==> src/design/fdmd_pkg.sv <==
// fdmd_pkg: types and constants shared by the frame difference motion detector
// field widths, phase codes, register indexes, reset values, back-end states
// no dependencies
package fdmd_pkg;

  localparam int PIX_W      = 8;
  localparam int SUM_W      = 30;
  localparam int TOTAL_W    = 36;
  localparam int RATIO_W    = 10;
  localparam int COUNT_W    = 8;
  localparam int STARTUP_W  = 9;
  localparam int CFG_IDX_W  = 2;
  localparam int CFG_DATA_W = 10;

  localparam int QUEUE_DEPTH = 4;
  localparam int QPTR_W      = 2;
  localparam int QCNT_W      = 3;

  localparam logic [TOTAL_W-1:0] TOTAL_CAP = '1;
  localparam logic [COUNT_W-1:0] QUIET_MAX = '1;

  localparam logic [CFG_IDX_W-1:0] CFG_DISCARD = 2'd0;
  localparam logic [CFG_IDX_W-1:0] CFG_RATIO   = 2'd1;
  localparam logic [CFG_IDX_W-1:0] CFG_HOLD    = 2'd2;

  localparam logic [COUNT_W-1:0] DISCARD_RESET = 8'd10;
  localparam logic [RATIO_W-1:0] RATIO_RESET   = 10'd110;
  localparam logic [COUNT_W-1:0] HOLD_RESET    = 8'd2;

  typedef enum logic [1:0] {
    PH_DISCARD = 2'd0,
    PH_STABLE  = 2'd1,
    PH_DETECT  = 2'd2
  } phase_t;

  typedef enum logic [1:0] {
    BK_IDLE,
    BK_CALC,
    BK_DECIDE
  } back_state_t;

  typedef struct packed {
    logic [COUNT_W-1:0] discard_frames;
    logic [RATIO_W-1:0] ratio_percent;
    logic [COUNT_W-1:0] hold_frames;
  } cfg_regs_t;

endpackage

==> src/design/fdmd_ifs.sv <==
// fdmd channel interfaces: pixel pair input, frame result output, register writes
// depends on fdmd_pkg for field widths
interface fdmd_pix_if;
  logic                       valid;
  logic                       ready;
  logic [fdmd_pkg::PIX_W-1:0] pixel_first;
  logic [fdmd_pkg::PIX_W-1:0] pixel_second;
  logic                       frame_end;

  modport source (output valid, pixel_first, pixel_second, frame_end, input ready);
  modport sink   (input valid, pixel_first, pixel_second, frame_end, output ready);
endinterface

interface fdmd_res_if;
  logic                         valid;
  logic                         ready;
  logic [fdmd_pkg::SUM_W-1:0]   frame_sum;
  logic                         motion;
  logic                         recording;
  logic                         recording_ended;
  logic [1:0]                   phase;
  logic [fdmd_pkg::TOTAL_W-1:0] window_total;

  modport source (output valid, frame_sum, motion, recording, recording_ended, phase,
                  window_total, input ready);
  modport sink   (input valid, frame_sum, motion, recording, recording_ended, phase,
                  window_total, output ready);
endinterface

interface fdmd_cfg_if;
  logic                            valid;
  logic                            ready;
  logic [fdmd_pkg::CFG_IDX_W-1:0]  index;
  logic [fdmd_pkg::CFG_DATA_W-1:0] data;

  modport source (output valid, index, data, input ready);
  modport sink   (input valid, index, data, output ready);
endinterface

==> src/design/fdmd_front.sv <==
// fdmd_front: takes pixel pairs and accumulates saturating absolute differences
// pushes the frame sum into the frame queue on the last pair of a frame
// depends on fdmd_pkg and fdmd_pix_if
module fdmd_front #(
  parameter int MAX_FRAME_PIXELS = 4194304
) (
  input  logic                       clk,
  input  logic                       rst,
  fdmd_pix_if.sink                   pix,
  output logic                       push_valid,
  output logic [fdmd_pkg::SUM_W-1:0] push_sum,
  input  logic                       push_ready
);
  import fdmd_pkg::*;

  localparam logic [SUM_W-1:0] SUM_CAP = SUM_W'(longint'(255) * longint'(MAX_FRAME_PIXELS));

  logic [SUM_W-1:0] acc;
  logic [PIX_W-1:0] diff;
  logic [SUM_W:0]   acc_wide;
  logic [SUM_W-1:0] acc_sat;
  logic             accept;

  assign pix.ready = push_ready;
  assign accept    = pix.valid & pix.ready;

  assign diff     = (pix.pixel_first > pix.pixel_second) ? pix.pixel_first - pix.pixel_second
                                                         : pix.pixel_second - pix.pixel_first;
  assign acc_wide = {1'b0, acc} + (SUM_W+1)'(diff);
  assign acc_sat  = (acc_wide > {1'b0, SUM_CAP}) ? SUM_CAP : acc_wide[SUM_W-1:0];

  assign push_valid = accept & pix.frame_end;
  assign push_sum   = acc_sat;

  always_ff @(posedge clk) begin
    if (rst) begin
      acc <= '0;
    end else if (accept) begin
      acc <= pix.frame_end ? '0 : acc_sat;
    end
  end

endmodule

==> src/design/fdmd_queue.sv <==
// fdmd_queue: short fifo of frame sums between the front and back ends
// depends on fdmd_pkg
module fdmd_queue (
  input  logic                       clk,
  input  logic                       rst,
  input  logic                       push_valid,
  input  logic [fdmd_pkg::SUM_W-1:0] push_sum,
  output logic                       push_ready,
  output logic                       pop_valid,
  output logic [fdmd_pkg::SUM_W-1:0] pop_sum,
  input  logic                       pop_ready
);
  import fdmd_pkg::*;

  logic [SUM_W-1:0]  entries [QUEUE_DEPTH];
  logic [QPTR_W-1:0] wr_ptr;
  logic [QPTR_W-1:0] rd_ptr;
  logic [QCNT_W-1:0] count;
  logic              do_push;
  logic              do_pop;

  assign push_ready = count != QCNT_W'(QUEUE_DEPTH);
  assign pop_valid  = count != '0;
  assign pop_sum    = entries[rd_ptr];
  assign do_push    = push_valid & push_ready;
  assign do_pop     = pop_valid & pop_ready;

  always_ff @(posedge clk) begin
    if (do_push) begin
      entries[wr_ptr] <= push_sum;
    end
  end

  always_ff @(posedge clk) begin
    if (rst) begin
      wr_ptr <= '0;
      rd_ptr <= '0;
      count  <= '0;
    end else begin
      if (do_push) wr_ptr <= wr_ptr + 1'b1;
      if (do_pop)  rd_ptr <= rd_ptr + 1'b1;
      case ({do_push, do_pop})
        2'b10:   count <= count + 1'b1;
        2'b01:   count <= count - 1'b1;
        default: count <= count;
      endcase
    end
  end

endmodule

==> src/design/fdmd_back.sv <==
// fdmd_back: per-frame decision; phase, threshold test, window ring and sum,
// recording flag with hold count, registered result output
// depends on fdmd_pkg and fdmd_res_if
module fdmd_back #(
  parameter int WINDOW_FRAMES = 50
) (
  input  logic                       clk,
  input  logic                       rst,
  input  fdmd_pkg::cfg_regs_t        cfg_regs,
  input  logic                       pop_valid,
  input  logic [fdmd_pkg::SUM_W-1:0] pop_sum,
  output logic                       pop_ready,
  fdmd_res_if.source                 res
);
  import fdmd_pkg::*;

  localparam int PTR_W       = (WINDOW_FRAMES > 1) ? $clog2(WINDOW_FRAMES) : 1;
  localparam int LHS_SCALE   = 100 * WINDOW_FRAMES;
  localparam int LHS_SCALE_W = $clog2(LHS_SCALE + 1);
  localparam int LHS_W       = SUM_W + LHS_SCALE_W;
  localparam int RHS_W       = TOTAL_W + RATIO_W;
  localparam int CMP_W       = (LHS_W > RHS_W) ? LHS_W : RHS_W;
  localparam logic [PTR_W-1:0]     PTR_LAST  = PTR_W'(WINDOW_FRAMES - 1);
  localparam logic [STARTUP_W:0]   WIN_COUNT = (STARTUP_W+1)'(WINDOW_FRAMES);
  localparam logic [LHS_SCALE_W-1:0] SCALE   = LHS_SCALE_W'(LHS_SCALE);

  back_state_t state, state_next;

  logic [SUM_W-1:0]     ring [WINDOW_FRAMES];
  logic [SUM_W-1:0]     rd_data;
  logic [PTR_W-1:0]     ptr, ptr_next;
  logic [SUM_W-1:0]     fsum;
  logic [LHS_W-1:0]     lhs;
  logic [RHS_W-1:0]     rhs;
  logic [TOTAL_W-1:0]   drained;
  logic [TOTAL_W-1:0]   window_sum, window_sum_next;
  logic [STARTUP_W-1:0] startup_count, startup_next;
  logic [COUNT_W-1:0]   quiet_count, quiet_next;
  logic                 record_flag, record_next;

  logic                 res_valid;
  logic [SUM_W-1:0]     out_sum;
  logic                 out_motion;
  logic                 out_recording;
  logic                 out_ended;
  phase_t               out_phase;
  logic [TOTAL_W-1:0]   out_total;

  logic                 load;
  logic                 ring_we;
  logic                 motion_now;
  logic                 ended_now;
  phase_t               phase_now;
  logic [STARTUP_W:0]   cnt_ext;
  logic [STARTUP_W:0]   disc_ext;
  logic                 exceed;
  logic [TOTAL_W-1:0]   sum_base;
  logic [TOTAL_W:0]     sum_wide;
  logic [TOTAL_W-1:0]   sum_sat;

  // control fsm
  always_ff @(posedge clk) begin
    if (rst) begin
      state <= BK_IDLE;
    end else begin
      state <= state_next;
    end
  end

  always_comb begin
    state_next = state;
    pop_ready  = 1'b0;
    load       = 1'b0;
    case (state)
      BK_IDLE: begin
        pop_ready = 1'b1;
        if (pop_valid) state_next = BK_CALC;
      end
      BK_CALC: begin
        state_next = BK_DECIDE;
      end
      BK_DECIDE: begin
        if (!res_valid || res.ready) begin
          load       = 1'b1;
          state_next = BK_IDLE;
        end
      end
      default: begin
        state_next = BK_IDLE;
      end
    endcase
  end

  // phase and threshold decision
  assign cnt_ext  = {1'b0, startup_count};
  assign disc_ext = (STARTUP_W+1)'(cfg_regs.discard_frames);
  assign exceed   = CMP_W'(lhs) > CMP_W'(rhs);

  always_comb begin
    if (cnt_ext < disc_ext) begin
      phase_now = PH_DISCARD;
    end else if (cnt_ext < disc_ext + WIN_COUNT) begin
      phase_now = PH_STABLE;
    end else begin
      phase_now = PH_DETECT;
    end
  end

  assign sum_base = (phase_now == PH_STABLE) ? window_sum : drained;
  assign sum_wide = {1'b0, sum_base} + (TOTAL_W+1)'(fsum);
  assign sum_sat  = sum_wide[TOTAL_W] ? TOTAL_CAP : sum_wide[TOTAL_W-1:0];

  always_comb begin
    window_sum_next = window_sum;
    startup_next    = startup_count;
    quiet_next      = quiet_count;
    record_next     = record_flag;
    ptr_next        = ptr;
    ring_we         = 1'b0;
    motion_now      = 1'b0;
    ended_now       = 1'b0;
    case (phase_now)
      PH_DISCARD: begin
        startup_next = startup_count + 1'b1;
      end
      PH_STABLE: begin
        ring_we         = load;
        window_sum_next = sum_sat;
        ptr_next        = (ptr == PTR_LAST) ? '0 : ptr + 1'b1;
        startup_next    = startup_count + 1'b1;
      end
      PH_DETECT: begin
        if (exceed) begin
          motion_now  = 1'b1;
          record_next = 1'b1;
          quiet_next  = COUNT_W'(1);
        end else begin
          if (quiet_count >= cfg_regs.hold_frames) begin
            ended_now       = record_flag;
            record_next     = 1'b0;
            ring_we         = load;
            window_sum_next = sum_sat;
            ptr_next        = (ptr == PTR_LAST) ? '0 : ptr + 1'b1;
          end
          if (quiet_count < QUIET_MAX) quiet_next = quiet_count + 1'b1;
        end
      end
      default: begin
        startup_next = startup_count;
      end
    endcase
  end

  // window ring memory
  always_ff @(posedge clk) begin
    if (ring_we) begin
      ring[ptr] <= fsum;
    end
    rd_data <= ring[ptr];
  end

  // datapath registers
  always_ff @(posedge clk) begin
    if (state == BK_IDLE && pop_valid) begin
      fsum <= pop_sum;
    end
    if (state == BK_CALC) begin
      lhs     <= LHS_W'(fsum) * LHS_W'(SCALE);
      rhs     <= RHS_W'(cfg_regs.ratio_percent) * RHS_W'(window_sum);
      drained <= (window_sum < TOTAL_W'(rd_data)) ? '0 : window_sum - TOTAL_W'(rd_data);
    end
    if (load) begin
      out_sum       <= fsum;
      out_motion    <= motion_now;
      out_recording <= record_next;
      out_ended     <= ended_now;
      out_phase     <= phase_now;
      out_total     <= window_sum_next;
    end
  end

  always_ff @(posedge clk) begin
    if (rst) begin
      window_sum    <= '0;
      startup_count <= '0;
      quiet_count   <= '0;
      record_flag   <= 1'b0;
      ptr           <= '0;
      res_valid     <= 1'b0;
    end else begin
      if (load) begin
        window_sum    <= window_sum_next;
        startup_count <= startup_next;
        quiet_count   <= quiet_next;
        record_flag   <= record_next;
        ptr           <= ptr_next;
      end
      if (load) begin
        res_valid <= 1'b1;
      end else if (res.ready) begin
        res_valid <= 1'b0;
      end
    end
  end

  assign res.valid           = res_valid;
  assign res.frame_sum       = out_sum;
  assign res.motion          = out_motion;
  assign res.recording       = out_recording;
  assign res.recording_ended = out_ended;
  assign res.phase           = out_phase;
  assign res.window_total    = out_total;

  a_ptr_range: assert property (@(posedge clk) disable iff (rst)
    int'(ptr) < WINDOW_FRAMES)
    else $error("ring pointer out of range");

  a_load_from_decide: assert property (@(posedge clk) disable iff (rst)
    $rose(res_valid) |-> $past(state == BK_DECIDE))
    else $error("result loaded outside decide state");

  a_motion_records: assert property (@(posedge clk) disable iff (rst)
    res_valid && out_motion |-> out_recording && !out_ended && out_phase == PH_DETECT)
    else $error("motion result without recording");

  a_ended_clears: assert property (@(posedge clk) disable iff (rst)
    res_valid && out_ended |-> !out_recording && out_total == window_sum)
    else $error("recording ended but flag still set");

  a_total_stable_idle: assert property (@(posedge clk) disable iff (rst)
    !load |=> $stable(window_sum))
    else $error("window sum changed without a frame decision");

endmodule

==> src/design/frame_diff_motion_detector_core.sv <==
// frame_diff_motion_detector_core: top level of the frame difference motion detector
// register bank, front accumulator, frame queue, back-end decision unit
// depends on fdmd_pkg, fdmd_ifs, fdmd_front, fdmd_queue, fdmd_back
//
//   channel  dir  transfer moves
//   pix      in   one pixel pair (pixel_first, pixel_second, frame_end)
//   res      out  one frame result, only after a pair with frame_end set
//   cfg      in   register write (index, data), always ready
//
// one pixel pair per cycle while the frame queue has room; the accumulator add and saturate is the only work per pair
// each frame end takes the back end through pop, multiply and ring read, then decide
// a four entry queue of frame sums lets the front keep taking pairs meanwhile
// pix stalls only when the queue is full; res stalls hold the back end in decide
// synchronous reset; the window ring has no clearing pass, entries are written before use
module frame_diff_motion_detector_core #(
  parameter int WINDOW_FRAMES    = 50,
  parameter int MAX_FRAME_PIXELS = 4194304
) (
  input  logic        clk,
  input  logic        rst,
  fdmd_pix_if.sink    pix,
  fdmd_res_if.source  res,
  fdmd_cfg_if.sink    cfg
);
  import fdmd_pkg::*;

  cfg_regs_t        cfg_regs;
  logic             push_valid;
  logic [SUM_W-1:0] push_sum;
  logic             push_ready;
  logic             pop_valid;
  logic [SUM_W-1:0] pop_sum;
  logic             pop_ready;

  assign cfg.ready = 1'b1;

  always_ff @(posedge clk) begin
    if (rst) begin
      cfg_regs.discard_frames <= DISCARD_RESET;
      cfg_regs.ratio_percent  <= RATIO_RESET;
      cfg_regs.hold_frames    <= HOLD_RESET;
    end else if (cfg.valid) begin
      case (cfg.index)
        CFG_DISCARD: cfg_regs.discard_frames <= cfg.data[COUNT_W-1:0];
        CFG_RATIO:   cfg_regs.ratio_percent  <= cfg.data[RATIO_W-1:0];
        CFG_HOLD:    cfg_regs.hold_frames    <= cfg.data[COUNT_W-1:0];
        default:     cfg_regs                <= cfg_regs;
      endcase
    end
  end

  fdmd_front #(
    .MAX_FRAME_PIXELS (MAX_FRAME_PIXELS)
  ) u_front (
    .clk        (clk),
    .rst        (rst),
    .pix        (pix),
    .push_valid (push_valid),
    .push_sum   (push_sum),
    .push_ready (push_ready)
  );

  fdmd_queue u_queue (
    .clk        (clk),
    .rst        (rst),
    .push_valid (push_valid),
    .push_sum   (push_sum),
    .push_ready (push_ready),
    .pop_valid  (pop_valid),
    .pop_sum    (pop_sum),
    .pop_ready  (pop_ready)
  );

  fdmd_back #(
    .WINDOW_FRAMES (WINDOW_FRAMES)
  ) u_back (
    .clk       (clk),
    .rst       (rst),
    .cfg_regs  (cfg_regs),
    .pop_valid (pop_valid),
    .pop_sum   (pop_sum),
    .pop_ready (pop_ready),
    .res       (res)
  );

endmodule

==> src/flat_wrapper.sv <==
// flat-port wrapper written by rule: the top's interface ports become plain ports
module frame_diff_motion_detector_core_flat import fdmd_pkg::*;
#(
  parameter int WINDOW_FRAMES    = 50,
  parameter int MAX_FRAME_PIXELS = 4194304
)
  (clk, rst, pix_valid, pix_pixel_first, pix_pixel_second, pix_frame_end, pix_ready, res_valid, res_frame_sum, res_motion, res_recording, res_recording_ended, res_phase, res_window_total, res_ready, cfg_valid, cfg_index, cfg_data, cfg_ready);
  fdmd_pix_if pix_i ();
  fdmd_res_if res_i ();
  fdmd_cfg_if cfg_i ();
  input  logic clk;
  input  logic rst;
  input wire logic [$bits(pix_i.valid)-1:0] pix_valid;
  input wire logic [$bits(pix_i.pixel_first)-1:0] pix_pixel_first;
  input wire logic [$bits(pix_i.pixel_second)-1:0] pix_pixel_second;
  input wire logic [$bits(pix_i.frame_end)-1:0] pix_frame_end;
  output wire logic [$bits(pix_i.ready)-1:0] pix_ready;
  output wire logic [$bits(res_i.valid)-1:0] res_valid;
  output wire logic [$bits(res_i.frame_sum)-1:0] res_frame_sum;
  output wire logic [$bits(res_i.motion)-1:0] res_motion;
  output wire logic [$bits(res_i.recording)-1:0] res_recording;
  output wire logic [$bits(res_i.recording_ended)-1:0] res_recording_ended;
  output wire logic [$bits(res_i.phase)-1:0] res_phase;
  output wire logic [$bits(res_i.window_total)-1:0] res_window_total;
  input wire logic [$bits(res_i.ready)-1:0] res_ready;
  input wire logic [$bits(cfg_i.valid)-1:0] cfg_valid;
  input wire logic [$bits(cfg_i.index)-1:0] cfg_index;
  input wire logic [$bits(cfg_i.data)-1:0] cfg_data;
  output wire logic [$bits(cfg_i.ready)-1:0] cfg_ready;
  assign pix_i.valid = pix_valid;
  assign pix_i.pixel_first = pix_pixel_first;
  assign pix_i.pixel_second = pix_pixel_second;
  assign pix_i.frame_end = pix_frame_end;
  assign pix_ready = pix_i.ready;
  assign res_valid = res_i.valid;
  assign res_frame_sum = res_i.frame_sum;
  assign res_motion = res_i.motion;
  assign res_recording = res_i.recording;
  assign res_recording_ended = res_i.recording_ended;
  assign res_phase = res_i.phase;
  assign res_window_total = res_i.window_total;
  assign res_i.ready = res_ready;
  assign cfg_i.valid = cfg_valid;
  assign cfg_i.index = cfg_index;
  assign cfg_i.data = cfg_data;
  assign cfg_ready = cfg_i.ready;
  frame_diff_motion_detector_core #(.WINDOW_FRAMES(WINDOW_FRAMES), .MAX_FRAME_PIXELS(MAX_FRAME_PIXELS)) u_core (.clk(clk), .rst(rst), .pix(pix_i), .res(res_i), .cfg(cfg_i));
endmodule
==> config.mk <==
export PLATFORM = sky130hd
export DESIGN_NAME = frame_diff_motion_detector_core_flat
export DESIGN_NICKNAME = d
export VERILOG_FILES = /design/src/design/fdmd_pkg.sv /design/src/design/fdmd_ifs.sv /design/src/design/fdmd_front.sv /design/src/design/fdmd_queue.sv /design/src/design/fdmd_back.sv /design/src/design/frame_diff_motion_detector_core.sv /design/src/flat_wrapper.sv
export SDC_FILE = /design/constraint.sdc
export NUM_CORES = 2
export LEC_CHECK = 0
export ABC_AREA = 0
export BUFFER_PORTS_ARGS = -buffer_cell sky130_fd_sc_hd__buf_4
export CAP_MARGIN = 20
export CORE_MARGIN = 10
export CORE_UTILIZATION = 24
export DETAILED_ROUTE_END_ITERATION = 16
export GPL_ROUTABILITY_DRIVEN = 0
export PLACE_DENSITY = 0.38
export SLEW_MARGIN = 5
export SYNTH_ARGS = -nofsm -noshare
export SYNTH_HDL_FRONTEND = slang
export SYNTH_SLANG_ARGS = --single-unit
==> constraint.sdc <==
create_clock -name clk -period 7.3 [get_ports clk]
set_input_delay 0.73 -clock clk [delete_from_list [all_inputs] [get_ports clk]]
set_output_delay 0.73 -clock clk [all_outputs]
set_load 0.03 [all_outputs]
==> results.json <==
{
  "max_freq_ghz": 0.147,
  "place_ws_ns": 0.574,
  "p_int_mw": 32.2,
  "gr-usage-all-layers_pct": 15.0,
  "overflow": 0,
  "yosys_register_bits": 1999,
  "num-fill-cells": 39800,
  "crit_required_ns": 8.00,
  "final_antenna_net_count": 0,
  "switching_power_mw": 20.4,
  "ys_seq_area_share_pct": 61.8,
  "total_power_mw": 52.6,
  "setup.worst_path.end_class": "register",
  "period_needed_ns": 6.81,
  "cp_slowest_stage_delay_ns": 0.55,
  "pwr-share-clk_pct": 22.3,
  "grt-busiest-layer": "met2",
  "crit_path_start_kind": "register",
  "grt_pass1_wl_um": 458000,
  "post_cts_buffers": 0,
  "synth_cells": 6826,
  "setup_viol": 0,
  "avgSynthCellArea_sq_um": 13.9,
  "netlist_top_cells_count": "edfxtp_1, a22oi_1, inv_1",
  "portBuffers": 106,
  "seq_area_sq_um": 58500,
  "postCtsHoldBufs": 0,
  "tightestPinTransition_ns": 1.16,
  "drc": 0,
  "synth.top_cell.area_share_pct": 58.5,
  "slew_headroom_pct": 22.0,
  "skew_ns": 0.124,
  "totalWireLength_um": 324000,
  "io_pins": 108,
  "htreeDepth": 4,
  "initial_core_util_pct": 24.1,
  "synth_compound_area_share_pct": 12.1,
  "die-height_um": 648,
  "multiInputGateArea_sq_um": 33300,
  "synth-simple-area-share_pct": 7.01,
  "post_drt_wl_per_cell_um": 26.0,
  "crit_fanout": 37,
  "synthMuxAreaShare_pct": 1.85,
  "grt.met1_usage_pct": 20.2,
  "met3_usage_pct": 2.23,
  "numCtsBuffers": 221,
  "leakage_nw": 38.7,
  "cp.arrival_ns": 7.50,
  "slowest_stage": "fa_1",
  "yosysTopAreaCell": "edfxtp_1",
  "vdd_drop_max_mv": 1.30,
  "drt-pass1-iter-count": 5,
  "crit_top_cell": "fa_1",
  "clock_latency_ns": 0.97,
  "timing.final.crit_share_pct": 93.2,
  "grt_setup_unrepaired": "no",
  "cts_sinks": 1999,
  "critical_path.top_delay_family": "adder cells",
  "p_sw_share_pct": 38.9,
  "cts_tree": "done",
  "clk_pin_slew_ns": 0.06,
  "outcome": "complete, no violations",
  "ys_warn_count": 0,
  "synthFlopType": "edfxtp_1",
  "netlist_top_cells_area": "edfxtp_1, fa_1, ha_1",
  "synth_top_family_by_area": "compound AO/OA/AOI/OAI gates",
  "fin_ws_ns": 0.494,
  "dieWidth_um": 648,
  "power_density_nw_per_um2": 474,
  "nets": 7780,
  "seq_power_share_pct": 30.9,
  "first_global_vias": 60900,
  "synth_xor_area_share_pct": 1.58,
  "fin_tns_setup_ns": 0,
  "grt_antenna_before_repair": 21,
  "dp_hpwl_um": 206000,
  "drive_gt1_share_pct": 12.3,
  "synth-edff-count": 1843,
  "maxSlewViolCount": 0,
  "path_cells": "buf_12 > nand2_1 > fa_1 > inv_1 > fa_1 > inv_1 > fa_1 > inv_1 > fa_1 > fa_1 > ha_1 > nand4_1 > nor2_1 > nand2_1 > o211ai_1 > a31oi_1 > buf_4 > a211oi_1 > a211oi_1 > buf_4 > o21ai_0 > buf_4 > nor2_1 > a211oi_1",
  "syn-cell-area_sq_um": 94600,
  "pwr-share-comb_pct": 46.8,
  "rows": 230,
  "area_growth_pct": 17.4,
  "hp-class": "primary input to register",
  "reg2reg_slack_ns": 0.49,
  "async_reset_ff_share_pct": 0,
  "drtIter0Drc": 4687,
  "viasPerCell": 4.72,
  "use_met2_pct": 24.7,
  "path_class": "register to register",
  "core_sq_um": 393000,
  "layout.core_utilization_pct": 28.3,
  "grt_max_degree": 93,
  "die_area_sq_um": 419000,
  "root_buffer": "clkbuf_16",
  "maxCapViolCount": 0,
  "syn-num-nets": 7562,
  "hold_violations": 0,
  "synth_cell_types": 95,
  "clockBufferDepth": 4,
  "cts_resized": 0,
  "dr_total_vias": 58800,
  "critPathBufInv": 7,
  "synthAdderAreaFrac_pct": 12.1,
  "yosysMostFrequentCell": "edfxtp_1"
}
==> power groups by stage <==
stage / Clock [mW] / Combinational, mW / Sequential [mW]
floorplan: 0 / 16.7 / 17.0
global placement: 0 / 24.7 / 16.5
detailed placement: 0 / 24.7 / 16.5
CTS: 12.0 / 24.9 / 16.3
global route: 12.4 / 28.1 / 16.3
finish: 11.7 / 24.6 / 16.2
==> registers in the layout, summed over array words and instances (netlist names), 3 cells and up <==
register / count
u_core.u_back.quiet_count: 8
u_core.u_back.startup_count: 9
u_core.u_queue.entries: 120
u_core.u_back.window_sum: 36
u_core.cfg_regs: 26
u_core.u_back.res.frame_sum: 30
u_core.u_back.lhs: 40
u_core.u_back.rd_data: 30
u_core.u_back.rhs: 46
u_core.u_back.ptr: 6
u_core.u_back.fsum: 30
u_core.u_back.ring: 1500
u_core.u_front.acc: 30
u_core.u_queue.count: 3
u_core.u_back.res.window_total: 36
u_core.u_back.drained: 36
==> worst reg2reg max path, delay by kind of cell, from the launching register on <==
kind | cells | cell delay [ns]
AO/OA/AOI/OAI | 6 | 1.66
flip-flops | 1 | 0.35
adder cells (fa/ha/maj) | 6 | 2.89
AND/OR/NAND/NOR | 5 | 0.76
buffers and inverters | 7 | 0.95
==> path summary, 6_finish.rpt <==
path,from,end,depth (start not counted)
worst max-delay path,u_core.cfg_regs[9],u_core.u_back.rhs[45],24
worst min register to register,u_core.u_front.acc[7],u_core.u_front.acc[7],2
worst min-delay path,cfg_data[8],u_core.cfg_regs[16],3
worst max register to register,u_core.cfg_regs[9],u_core.u_back.rhs[45],24
==> per-layer routing <==
layer | part of all wire (%) | vias up
met5 | 0.0040 | -
met4 | 3.7 | 2
met3 | 4.8 | 428
met2 | 47 | 1414
met1 | 45 | 30800
li1 | - | 26200
==> cell type report <==
cell class / instances / area share (%)
Antenna cell: 4 / 0.00901
Clock buffer: 279 / 5.35
Clock inverter: 133 / 1.39
Inverter: 498 / 1.68
Multi-Input combinational cell: 3963 / 30.0
Sequential cell: 1999 / 52.7
Tap cell: 5220 / 5.88
Timing Repair Buffer: 361 / 3.06
==> through the flow <==
step,instance area [sq um],hold WS (ns),instances
after floorplan,94600,0.436,6826
after global placement,103000,0.447,12000
after detailed placement,104000,0.453,12000
after CTS,111000,0.0364,12500
after global routing,111000,0.0813,12500
final,111000,0.107,12500
==> placed cells by master, fill, tap and decap left out, types with 226 or more instances in the layout <==
cell type	count
a21oi_1	240
a22oi_1	548
buf_4	304
clkbuf_16	226
edfxtp_1	1843
fa_1	353
ha_1	349
inv_1	495
nand2_1	435
nor2_1	233
==> cell families after synthesis <==
group           after synthesis
compound gates             1617
xor+xnor                    171
fa+ha+maj                   702
buf+inv                     864
flops                      1999
mux                         130
other cells                   1
simple gates               1342
Note: power is estimated with default switching activity, not from simulation.
